`src/plst_pkg.sv`:
```
// plst_pkg: shared codes, widths and types of the positional list store
// no dependencies; used by plst_ctrl, plst_store and positional_list_store_unit
package plst_pkg;

    // field widths of one word on the command and result side
    localparam int KIND_W   = 2;
    localparam int POS_W    = 5;
    localparam int DATA_W   = 32;
    localparam int STATUS_W = 2;
    localparam int LEN_W    = 5;

    // operation codes
    localparam logic [KIND_W-1:0] KIND_INSERT = 2'd0;
    localparam logic [KIND_W-1:0] KIND_DELETE = 2'd1;
    localparam logic [KIND_W-1:0] KIND_READ   = 2'd2;

    // status codes
    localparam logic [STATUS_W-1:0] ST_OK     = 2'd0;
    localparam logic [STATUS_W-1:0] ST_BADPOS = 2'd1;
    localparam logic [STATUS_W-1:0] ST_FULL   = 2'd2;
    localparam logic [STATUS_W-1:0] ST_EMPTY  = 2'd3;

    // decoded update for the entry array
    typedef struct packed {
        logic             ins;   // open a slot at idx and write the new word
        logic             del;   // close the slot at idx
        logic             hit;   // position is valid, read data is meaningful
        logic [POS_W-1:0] idx;   // zero-based slot index
    } t_op;

endpackage

```
`src/positional_list_store_unit.sv`:
```
// positional_list_store_unit: top level of the bounded positional list store
// depends on plst_pkg, plst_ctrl and plst_store
//
// usage
//   command side: a word (i_kind, i_position, i_item_value) is taken at a
//   rising edge with start high and busy low; busy is never raised, so one
//   command may be issued every cycle
//   result side: o_valid marks o_status, o_read_value and o_length for
//   exactly one cycle; the receiver has no way to hold results off
//   path: the command register is loaded at the command edge; decode and
//   entry shift feed the result register, which drives the result
//   throughput: one command per cycle; each command sees the list left by
//   the one before it, because the entry registers and the count update at
//   the same edge that registers the result
//   reset: i_rst_n low, synchronous, empties the list and drops any word in
//   flight; stored entries keep their contents but are unreachable
//   positions are 1-based; insert accepts 1 to count+1, delete and read
//   accept 1 to count
module positional_list_store_unit #(
    parameter int CAPACITY = 16
) (
    input  logic                          i_clk,
    input  logic                          i_rst_n,
    input  logic                          start,
    output logic                          busy,
    input  logic [plst_pkg::KIND_W-1:0]   i_kind,
    input  logic [plst_pkg::POS_W-1:0]    i_position,
    input  logic [plst_pkg::DATA_W-1:0]   i_item_value,
    output logic                          o_valid,
    output logic [plst_pkg::STATUS_W-1:0] o_status,
    output logic [plst_pkg::DATA_W-1:0]   o_read_value,
    output logic [plst_pkg::LEN_W-1:0]    o_length
);

    // command register
    logic                          r_in_vld;
    logic [plst_pkg::KIND_W-1:0]   r_kind;
    logic [plst_pkg::POS_W-1:0]    r_pos;
    logic [plst_pkg::DATA_W-1:0]   r_val;

    // list length
    logic [plst_pkg::LEN_W-1:0]    r_count;
    logic [plst_pkg::LEN_W-1:0]    n_count;

    // result register
    logic                          r_out_vld;
    logic [plst_pkg::STATUS_W-1:0] r_status;
    logic [plst_pkg::DATA_W-1:0]   r_rd;
    logic [plst_pkg::LEN_W-1:0]    r_len;

    plst_pkg::t_op                 op;
    plst_pkg::t_op                 op_gated;
    logic [plst_pkg::STATUS_W-1:0] status;
    logic [plst_pkg::DATA_W-1:0]   rd_value;

    assign busy = 1'b0;

    // capture the command word
    always_ff @(posedge i_clk) begin
        if (!i_rst_n) begin
            r_in_vld <= 1'b0;
        end else begin
            r_in_vld <= start && !busy;
        end
    end

    always_ff @(posedge i_clk) begin
        if (start && !busy) begin
            r_kind <= i_kind;
            r_pos  <= i_position;
            r_val  <= i_item_value;
        end
    end

    // decode against the current count
    plst_ctrl #(
        .CAPACITY (CAPACITY)
    ) u_ctrl (
        .i_kind       (r_kind),
        .i_position   (r_pos),
        .i_count      (r_count),
        .o_op         (op),
        .o_status     (status),
        .o_next_count (n_count)
    );

    // only a live command may touch the entries
    always_comb begin
        op_gated     = op;
        op_gated.ins = op.ins && r_in_vld;
        op_gated.del = op.del && r_in_vld;
    end

    plst_store #(
        .CAPACITY (CAPACITY)
    ) u_store (
        .i_clk        (i_clk),
        .i_en         (r_in_vld),
        .i_op         (op_gated),
        .i_item_value (r_val),
        .o_read_value (rd_value)
    );

    // count and result strobe
    always_ff @(posedge i_clk) begin
        if (!i_rst_n) begin
            r_count   <= '0;
            r_out_vld <= 1'b0;
        end else begin
            r_out_vld <= r_in_vld;
            if (r_in_vld) begin
                r_count <= n_count;
            end
        end
    end

    // result payload
    always_ff @(posedge i_clk) begin
        if (r_in_vld) begin
            r_status <= status;
            r_rd     <= rd_value;
            r_len    <= n_count;
        end
    end

    assign o_valid      = r_out_vld;
    assign o_status     = r_status;
    assign o_read_value = r_rd;
    assign o_length     = r_len;

`ifndef ASSERT_OFF
    // the count never passes the capacity
    a_count_bound: assert property (@(posedge i_clk) disable iff (!i_rst_n)
        r_count <= plst_pkg::LEN_W'(CAPACITY))
        else $error("list count above capacity");

    // every result traces back to a command taken through the command and result registers
    a_result_origin: assert property (@(posedge i_clk) disable iff (!i_rst_n)
        o_valid |-> $past(start, 2))
        else $error("result without a command");

    // a refused or unknown command returns a zero word
    a_zero_on_fail: assert property (@(posedge i_clk) disable iff (!i_rst_n)
        (o_valid && (o_status != plst_pkg::ST_OK)) |-> (o_read_value == '0))
        else $error("nonzero word on failed command");

    // a read leaves the count alone
    a_read_keeps_count: assert property (@(posedge i_clk) disable iff (!i_rst_n)
        (r_in_vld && (r_kind == plst_pkg::KIND_READ)) |=> $stable(r_count))
        else $error("read changed the count");

    // a refused command reports the unchanged length
    a_fail_keeps_len: assert property (@(posedge i_clk) disable iff (!i_rst_n)
        (r_in_vld && (status != plst_pkg::ST_OK)) |=> (o_length == $past(r_count)))
        else $error("failed command changed the length");
`endif

endmodule

```
`src/plst_ctrl.sv`:
```
// plst_ctrl: decodes one registered command against the current count
// depends on plst_pkg
module plst_ctrl #(
    parameter int CAPACITY = 16
) (
    input  logic [plst_pkg::KIND_W-1:0]   i_kind,
    input  logic [plst_pkg::POS_W-1:0]    i_position,
    input  logic [plst_pkg::LEN_W-1:0]    i_count,
    output plst_pkg::t_op                 o_op,
    output logic [plst_pkg::STATUS_W-1:0] o_status,
    output logic [plst_pkg::LEN_W-1:0]    o_next_count
);

    localparam logic [plst_pkg::LEN_W-1:0] CAP_L = plst_pkg::LEN_W'(CAPACITY);

    logic                         full;
    logic                         empty;
    logic                         pos_nz;
    logic [plst_pkg::LEN_W:0]     count_p1;

    assign full     = (i_count >= CAP_L);
    assign empty    = (i_count == '0);
    assign pos_nz   = (i_position != '0);
    assign count_p1 = {1'b0, i_count} + (plst_pkg::LEN_W+1)'(1);

    // status and update decode
    always_comb begin
        o_op.ins     = 1'b0;
        o_op.del     = 1'b0;
        o_op.hit     = 1'b0;
        o_op.idx     = i_position - plst_pkg::POS_W'(1);
        o_status     = plst_pkg::ST_BADPOS;
        o_next_count = i_count;
        case (i_kind)
            plst_pkg::KIND_INSERT: begin
                if (full) begin
                    o_status = plst_pkg::ST_FULL;
                end else if (pos_nz && ({1'b0, i_position} <= count_p1)) begin
                    o_status     = plst_pkg::ST_OK;
                    o_op.ins     = 1'b1;
                    o_next_count = count_p1[plst_pkg::LEN_W-1:0];
                end
            end
            plst_pkg::KIND_DELETE, plst_pkg::KIND_READ: begin
                if (empty) begin
                    o_status = plst_pkg::ST_EMPTY;
                end else if (pos_nz && (i_position <= i_count)) begin
                    o_status = plst_pkg::ST_OK;
                    o_op.hit = 1'b1;
                    if (i_kind == plst_pkg::KIND_DELETE) begin
                        o_op.del     = 1'b1;
                        o_next_count = i_count - plst_pkg::LEN_W'(1);
                    end
                end
            end
            default: begin
                o_status = plst_pkg::ST_BADPOS;
            end
        endcase
    end

endmodule

```
`src/plst_store.sv`:
```
// plst_store: entry registers that shift up on insert and down on delete
// depends on plst_pkg
module plst_store #(
    parameter int CAPACITY = 16
) (
    input  logic                        i_clk,
    input  logic                        i_en,
    input  plst_pkg::t_op               i_op,
    input  logic [plst_pkg::DATA_W-1:0] i_item_value,
    output logic [plst_pkg::DATA_W-1:0] o_read_value
);

    localparam int AW = (CAPACITY > 1) ? $clog2(CAPACITY) : 1;

    logic [plst_pkg::DATA_W-1:0] r_entry [CAPACITY];
    logic [plst_pkg::DATA_W-1:0] n_entry [CAPACITY];

    // every slot picks from itself, a neighbour or the new word in parallel
    always_comb begin
        for (int i = 0; i < CAPACITY; i++) begin
            n_entry[i] = r_entry[i];
            if (i_op.ins) begin
                if (plst_pkg::POS_W'(i) == i_op.idx) begin
                    n_entry[i] = i_item_value;
                end else if ((i > 0) && (plst_pkg::POS_W'(i) > i_op.idx)) begin
                    n_entry[i] = r_entry[(i > 0) ? i - 1 : 0];
                end
            end else if (i_op.del) begin
                if ((i < CAPACITY - 1) && (plst_pkg::POS_W'(i) >= i_op.idx)) begin
                    n_entry[i] = r_entry[(i < CAPACITY - 1) ? i + 1 : i];
                end
            end
        end
    end

    // entry registers, payload only
    always_ff @(posedge i_clk) begin
        if (i_en) begin
            for (int i = 0; i < CAPACITY; i++) begin
                r_entry[i] <= n_entry[i];
            end
        end
    end

    // read the addressed word before any shift
    assign o_read_value = i_op.hit ? r_entry[i_op.idx[AW-1:0]] : '0;

endmodule
```
`config.mk`:
```
export PLATFORM = sky130hd
export DESIGN_NAME = positional_list_store_unit
export DESIGN_NICKNAME = d
export VERILOG_FILES = /design/src/plst_pkg.sv /design/src/positional_list_store_unit.sv /design/src/plst_ctrl.sv /design/src/plst_store.sv
export SDC_FILE = /design/constraint.sdc
export NUM_CORES = 1
export LEC_CHECK = 0
export BUFFER_PORTS_ARGS = -buffer_cell sky130_fd_sc_hd__buf_2
export CORE_MARGIN = 4
export CORE_UTILIZATION = 55
export DETAILED_ROUTE_END_ITERATION = 10
export PLACE_DENSITY = 0.73
export SLEW_MARGIN = 30
export SYNTH_ARGS = -nofsm -noshare
export SYNTH_HDL_FRONTEND = slang
export SYNTH_SLANG_ARGS = --single-unit
```
`constraint.sdc`:
```
create_clock -name i_clk -period 9.45 [get_ports i_clk]
set_input_delay 1.4175 -clock i_clk [delete_from_list [all_inputs] [get_ports i_clk]]
set_output_delay 1.4175 -clock i_clk [all_outputs]
set_load 0.01 [all_outputs]
```
# Word-level counts from Yosys, hierarchy flattened

Memory sizes are Yosys's and may differ from the RTL's. A register that Yosys moved wholly into a read port is not among the register bits.
Index checks and enable logic that the tools add are counted.

Register bits: 53
RAM bits: 512
Input port bits: 42
Output and inout bits: 41
Memories: 1

$add $sub $neg: 3
Magnitude comparators: 33
Equality and inequality tests: 17
Mux-type cells: 97
Reductions and logical operators: 10

Memories:

| memory          | words | bits a word | rd ports | clocked after Yosys merged registers in | wr ports | line             | text |
|---|---|---|---|---|---|---|---|
| u_store.r_entry | 16    | 32          | 17       | 1                                       | 16       | plst_store.sv:15 | `logic [plst_pkg::DATA_W-1:0] r_entry [CAPACITY];` |

Operator list:

| cell                                                         | count |
|---|---|
| 2-to-1 mux 32 bit                                            | 77 |
| equality test 4 x 5 -> 1 bit, first input constant           | 8 |
| greater-than comparator 4 x 5 -> 1 bit, first input constant | 8 |
| >= comparator 4 x 5 -> 1 bit, first input constant           | 7 |
| 2-to-1 mux 5 bit                                             | 5 |
| equality test 3 x 5 -> 1 bit, first input constant           | 4 |
| >= comparator 3 x 5 -> 1 bit, first input constant           | 4 |
| greater-than comparator 3 x 5 -> 1 bit, first input constant | 4 |
| equality test 2 x 5 -> 1 bit, first input constant           | 2 |
| >= comparator 1 x 5 -> 1 bit, first input constant           | 2 |
| >= comparator 2 x 5 -> 1 bit, first input constant           | 2 |
| greater-than comparator 2 x 5 -> 1 bit, first input constant | 2 |
| zero test 5 bit                                              | 2 |
| 2-to-1 mux 2 bit                                             | 5 |
| one-hot mux 5 bit (2 select lines)                           | 1 |
| subtractor 5 x 1 -> 5 bit, second input constant             | 2 |
| 2-to-1 mux 1 bit                                             | 8 |
| adder 5 x 1 -> 6 bit, second input constant                  | 1 |
| <= comparator 5 x 6 -> 1 bit                                 | 1 |
| equality test 1 x 5 -> 1 bit, first input constant           | 1 |
| >= comparator 5 bit, second input constant                   | 1 |
| greater-than comparator 1 x 5 -> 1 bit, first input constant | 1 |
| <= comparator 5 bit                                          | 1 |
| nonzero test 5 bit                                           | 1 |
| 7 further kinds                                              | 10 |

# Longest topological paths before layout

Word-level depth: 8
Gate-level depth with buffers: 15

# Hierarchy

Synthesis repeated with hierarchy kept, for this count alone.

Cells, all modules: 3344
Area total of the unflattened synthesis: 34410.5 um^2

By module, submodules not included:

| module                     | times used | cells an instance | area each (um^2) |
|---|---|---|---|
| plst_store                 | 1          | 3133              | 30992.2 |
| positional_list_store_unit | 1          | 102               | 2615.0 |
| plst_ctrl                  | 1          | 109               | 803.3 |

# Least setup slack after synthesis

OpenSTA, ideal clock, no wires.

Path kind: register to register
Start point: register, netlist name r_pos[0]
End point: memory u_store.r_entry[0][0] (netlist bit), enable pin
Setup time: 0.461 ns
Arrival: 5.023 ns
Data required time: 8.989 ns
Setup slack: 3.966 ns
Stages on the path, launching flop included: 14
Period minus slack after synthesis: 5.484 ns
Cell sequence: edfxtp_1 > buf_2 > buf_2 > buf_4 > buf_2 > inv_1 > ha_1 > buf_4 > nor4b_2 > a211oi_1 > a21oi_1 > nor3_1 > o211ai_1 > nor3_1

RTL lines:

| element          | line |
|---|---|
| end: declaration | plst_store.sv:15 |

==> flow_summary.ini <==
[pwr]
p_comb_frac = 0.104
switching_share = 0.262
p_clk_frac = 0.410
switchingPower_uw = 1610
power_uw = 6160
seqPwrFrac = 0.486
p_per_area_mw_per_mm2 = 171
leakagePower_uw = 0.0145
internal_power_uw = 4550
ir_drop_mv = 0.131

[grt]
grt_max_degree = 254
grt_pass1_wl_microns = 152000
antenna_found_initial = 2
grt_pass1_vias = 24700
track_usage = 0.310
grt-ovfl-total = 0

[routing]
viasPerCell = 6.75
drt_iter0_markers = 3613
detailroute.via_count = 25500
routedWlPerCell_microns = 27.2
dr.pass1.iters = 6
post-route-drc-count = 0
ant_nets = 0
postRouteWirelength_microns = 102000

[sta]
fin_skew_ns = 0.0253
fin_ws_ns = 4.54
setup-violations-final = 0
fin_crit_sh = 0.520
hold_viol = 0
worstMarginPinSlew_ns = 1.02
setup-tns-final_ns = 0
rsz0062_at_grt = no
min_period_ns = 4.91
maxSlewViolCount = 0
slew_headroom = 0.317
max_freq_ghz = 0.204

[yosys]
yosysMostFrequentCell = edfxtp_1
ys_ff_latch = 597
synth_common_cells = 590 x edfxtp_1, 557 x nand2_1, 449 x mux2i_1
ys_warn_count = 0
synth-edff-count = 590
synth_area_leaders = edfxtp_1 53%, mux2i_1 14%, nand2_1 6.3%
yosysSeqAreaShare = 0.537
synth-async-reset-ratio = 0
yosysTopAreaCell = edfxtp_1
synth_area_per_cell_sq_um = 11.1
synthFlopType = edfxtp_1
synth_nets = 3065
syn_area_sq_mm = 0.0332
syn_inst = 3005
synth_top_area_frac = 0.533
ys_types = 64

[clocking]
cts_buffers = 67
cts.hold.buffers_added = 0
clock_sinks = 597
clkLatencyLatePin_ns = 0.62
htree_levels = 3
clk_pin_slew_ns = 0.06
root_buffer = clkbuf_16
cts_setup_buffers = 0
cts_resized = 0
clk_path_buf_depth = 3
cts_tree = done

[floorplanning]
rows = 89
ios = 83
chipHeight_microns = 254
fp.dieW_microns = 254
die-area_sq_mm = 0.0644
start_util = 0.559
core-area_sq_mm = 0.0595

[critical_path]
cp-start-kind = flip-flop
path_max_fanout = 111
path_buf_inv = 3
reg2reg_from = r_pos[0]
worst-setup-path-type = reg2reg
r2r_end = u_store.r_entry[14][15]
required_ns = 9.72
cp_slowest_stage_delay_ns = 0.83
crit_family = compound AO/OA/AOI/OAI gates
crit_path_cell_trace = buf_12 > inv_1 > ha_4 > nor4b_2 > a211oi_1 > a21oi_1 > nor3_1 > o211ai_1 > a21oi_4 > buf_4
worst_path_max_delay_cell = a21oi_4
endpoint_kind = flip-flop
arrival_ns = 5.18
rrSetupSlack_ns = 4.54
r2r_cells = 10

[min_path]
min_path_type = reg2reg
hp-start = r_count[3]
worstHoldEndpoint = r_count[3]
holdPathStages = 2

[outcome]
status = finished, final reports clean

[place]
io_buffers = 81
dp_slack_ns = 4.45
place_congestion = 0.891
hpwlAfterDp_microns = 58500
placed_cells = 3649
placedInstanceArea_sq_mm = 0.0341

[layout]
multi_input_area_sq_mm = 0.0143
fin_nets = 3007
layout.cells.non_filler = 3772
regArea_sq_mm = 0.0179
post-route-cell-area_sq_mm = 0.0361
syn2layout_area_growth_pct = 8.74
diodes = 0
fillCellCount = 4757
drive_above_1_share = 0.118

[flow_run]
drv_cap = 0
sequential cells by signal, summed over array words and instances (netlist names):
| signal | count |
|---|---|
| r_in_vld | 1 |
| r_pos | 5 |
| o_status | 2 |
| o_length | 5 |
| r_val | 32 |
| r_kind | 2 |
| u_store.r_entry | 512 |
| r_count | 5 |
| o_valid | 1 |
| o_read_value | 32 |
cell families after synthesis:
family / count (synthesis) / synth area share
AND/OR/NAND/NOR: 793 / 0.0964
AO/OA/AOI/OAI: 761 / 0.127
flip-flops: 597 / 0.537
multiplexers: 545 / 0.189
buffers and inverters: 282 / 0.0397
adder cells (fa/ha/maj): 18 / 0.00678
XOR/XNOR: 8 / 0.00346
other: 1 / 0.000113
cells in the final DEF, fill, tap and decap left out, types with 4 or more instances in the layout:
master and n:
mux2i_1 449, nor2_1 144, clkinv_1 17, mux4_2 64
nand4_1 4, nor2b_1 6, buf_4 49, clkinv_2 10
nand2_2 7, nand2_1 551, clkbuf_16 69, inv_1 17
clkbuf_1 12, ha_1 17, nor3_2 5, edfxtp_1 590
o22ai_1 34, o21ai_1 86, a31oi_1 5, a21oi_4 4
nor2_4 8, mux2_2 10, o31ai_1 6, o21ai_0 238
nor3_1 37, and3_1 4, buf_2 81, a21oi_1 297
mux2_1 22, nand3_1 4, dfxtp_1 6, clkinvlp_4 4
o221ai_1 64, nor3_4 5
final cells by class:
cell class,instances,share of cell area
clock buffer,81,0.0490
multi-input combinational,2126,0.396
timing repair buffer,137,0.0247
inverter,18,0.00187
sequential,597,0.494
tap,773,0.0268
clock inverter,40,0.00806
how the worst max path moves through the flow:
| stage | from | to | depth (start not counted) |
|---|---|---|---|
| floorplan | r_pos[0] | u_store.r_entry[0][0] | 13 |
| global placement | r_pos[0] | u_store.r_entry[14][15] | 10 |
| detailed placement | r_pos[0] | u_store.r_entry[13][15] | 10 |
| CTS | r_pos[0] | u_store.r_entry[13][22] | 10 |
| global route | r_pos[0] | u_store.r_entry[13][22] | 10 |
| finish | r_pos[0] | u_store.r_entry[14][15] | 10 |
routing by layer:
metal / vias to the layer above / track usage / part of all wire
met5: - / 0 / 0
met4: 0 / 0.116 / 0.036
met3: 235 / 0.0694 / 0.11
met2: 1750 / 0.481 / 0.46
met1: 12400 / 0.433 / 0.39
li1: 11100 / - / -
metrics by stage:
| stage | utilization | hold WS [ns] |
|---|---|---|
| after floorplan | - | 0.508 |
| after global placement | 0.572 | 0.529 |
| after detailed placement | 0.573 | 0.539 |
| after CTS | 0.607 | 0.549 |
| after global routing | 0.608 | 0.572 |
| final | 0.608 | 0.556 |
worst min-delay path, delay by kind of cell, from the launching register on:
kind	cells	cell delay, ns
AOI/OAI and AO/OA	2	0.17
DFF	1	0.34
power by group through the flow:
stage / combinational, uW / sequential [uW] / clock (uW)
final: 640 / 3000 / 2530
after global routing: 670 / 3000 / 2660
after CTS: 621 / 2990 / 2550
after detailed placement: 618 / 3050 / 0
after global placement: 606 / 3050 / 0
after floorplan: 450 / 3000 / 0
No activity file was read; power rests on OpenSTA's default activity.
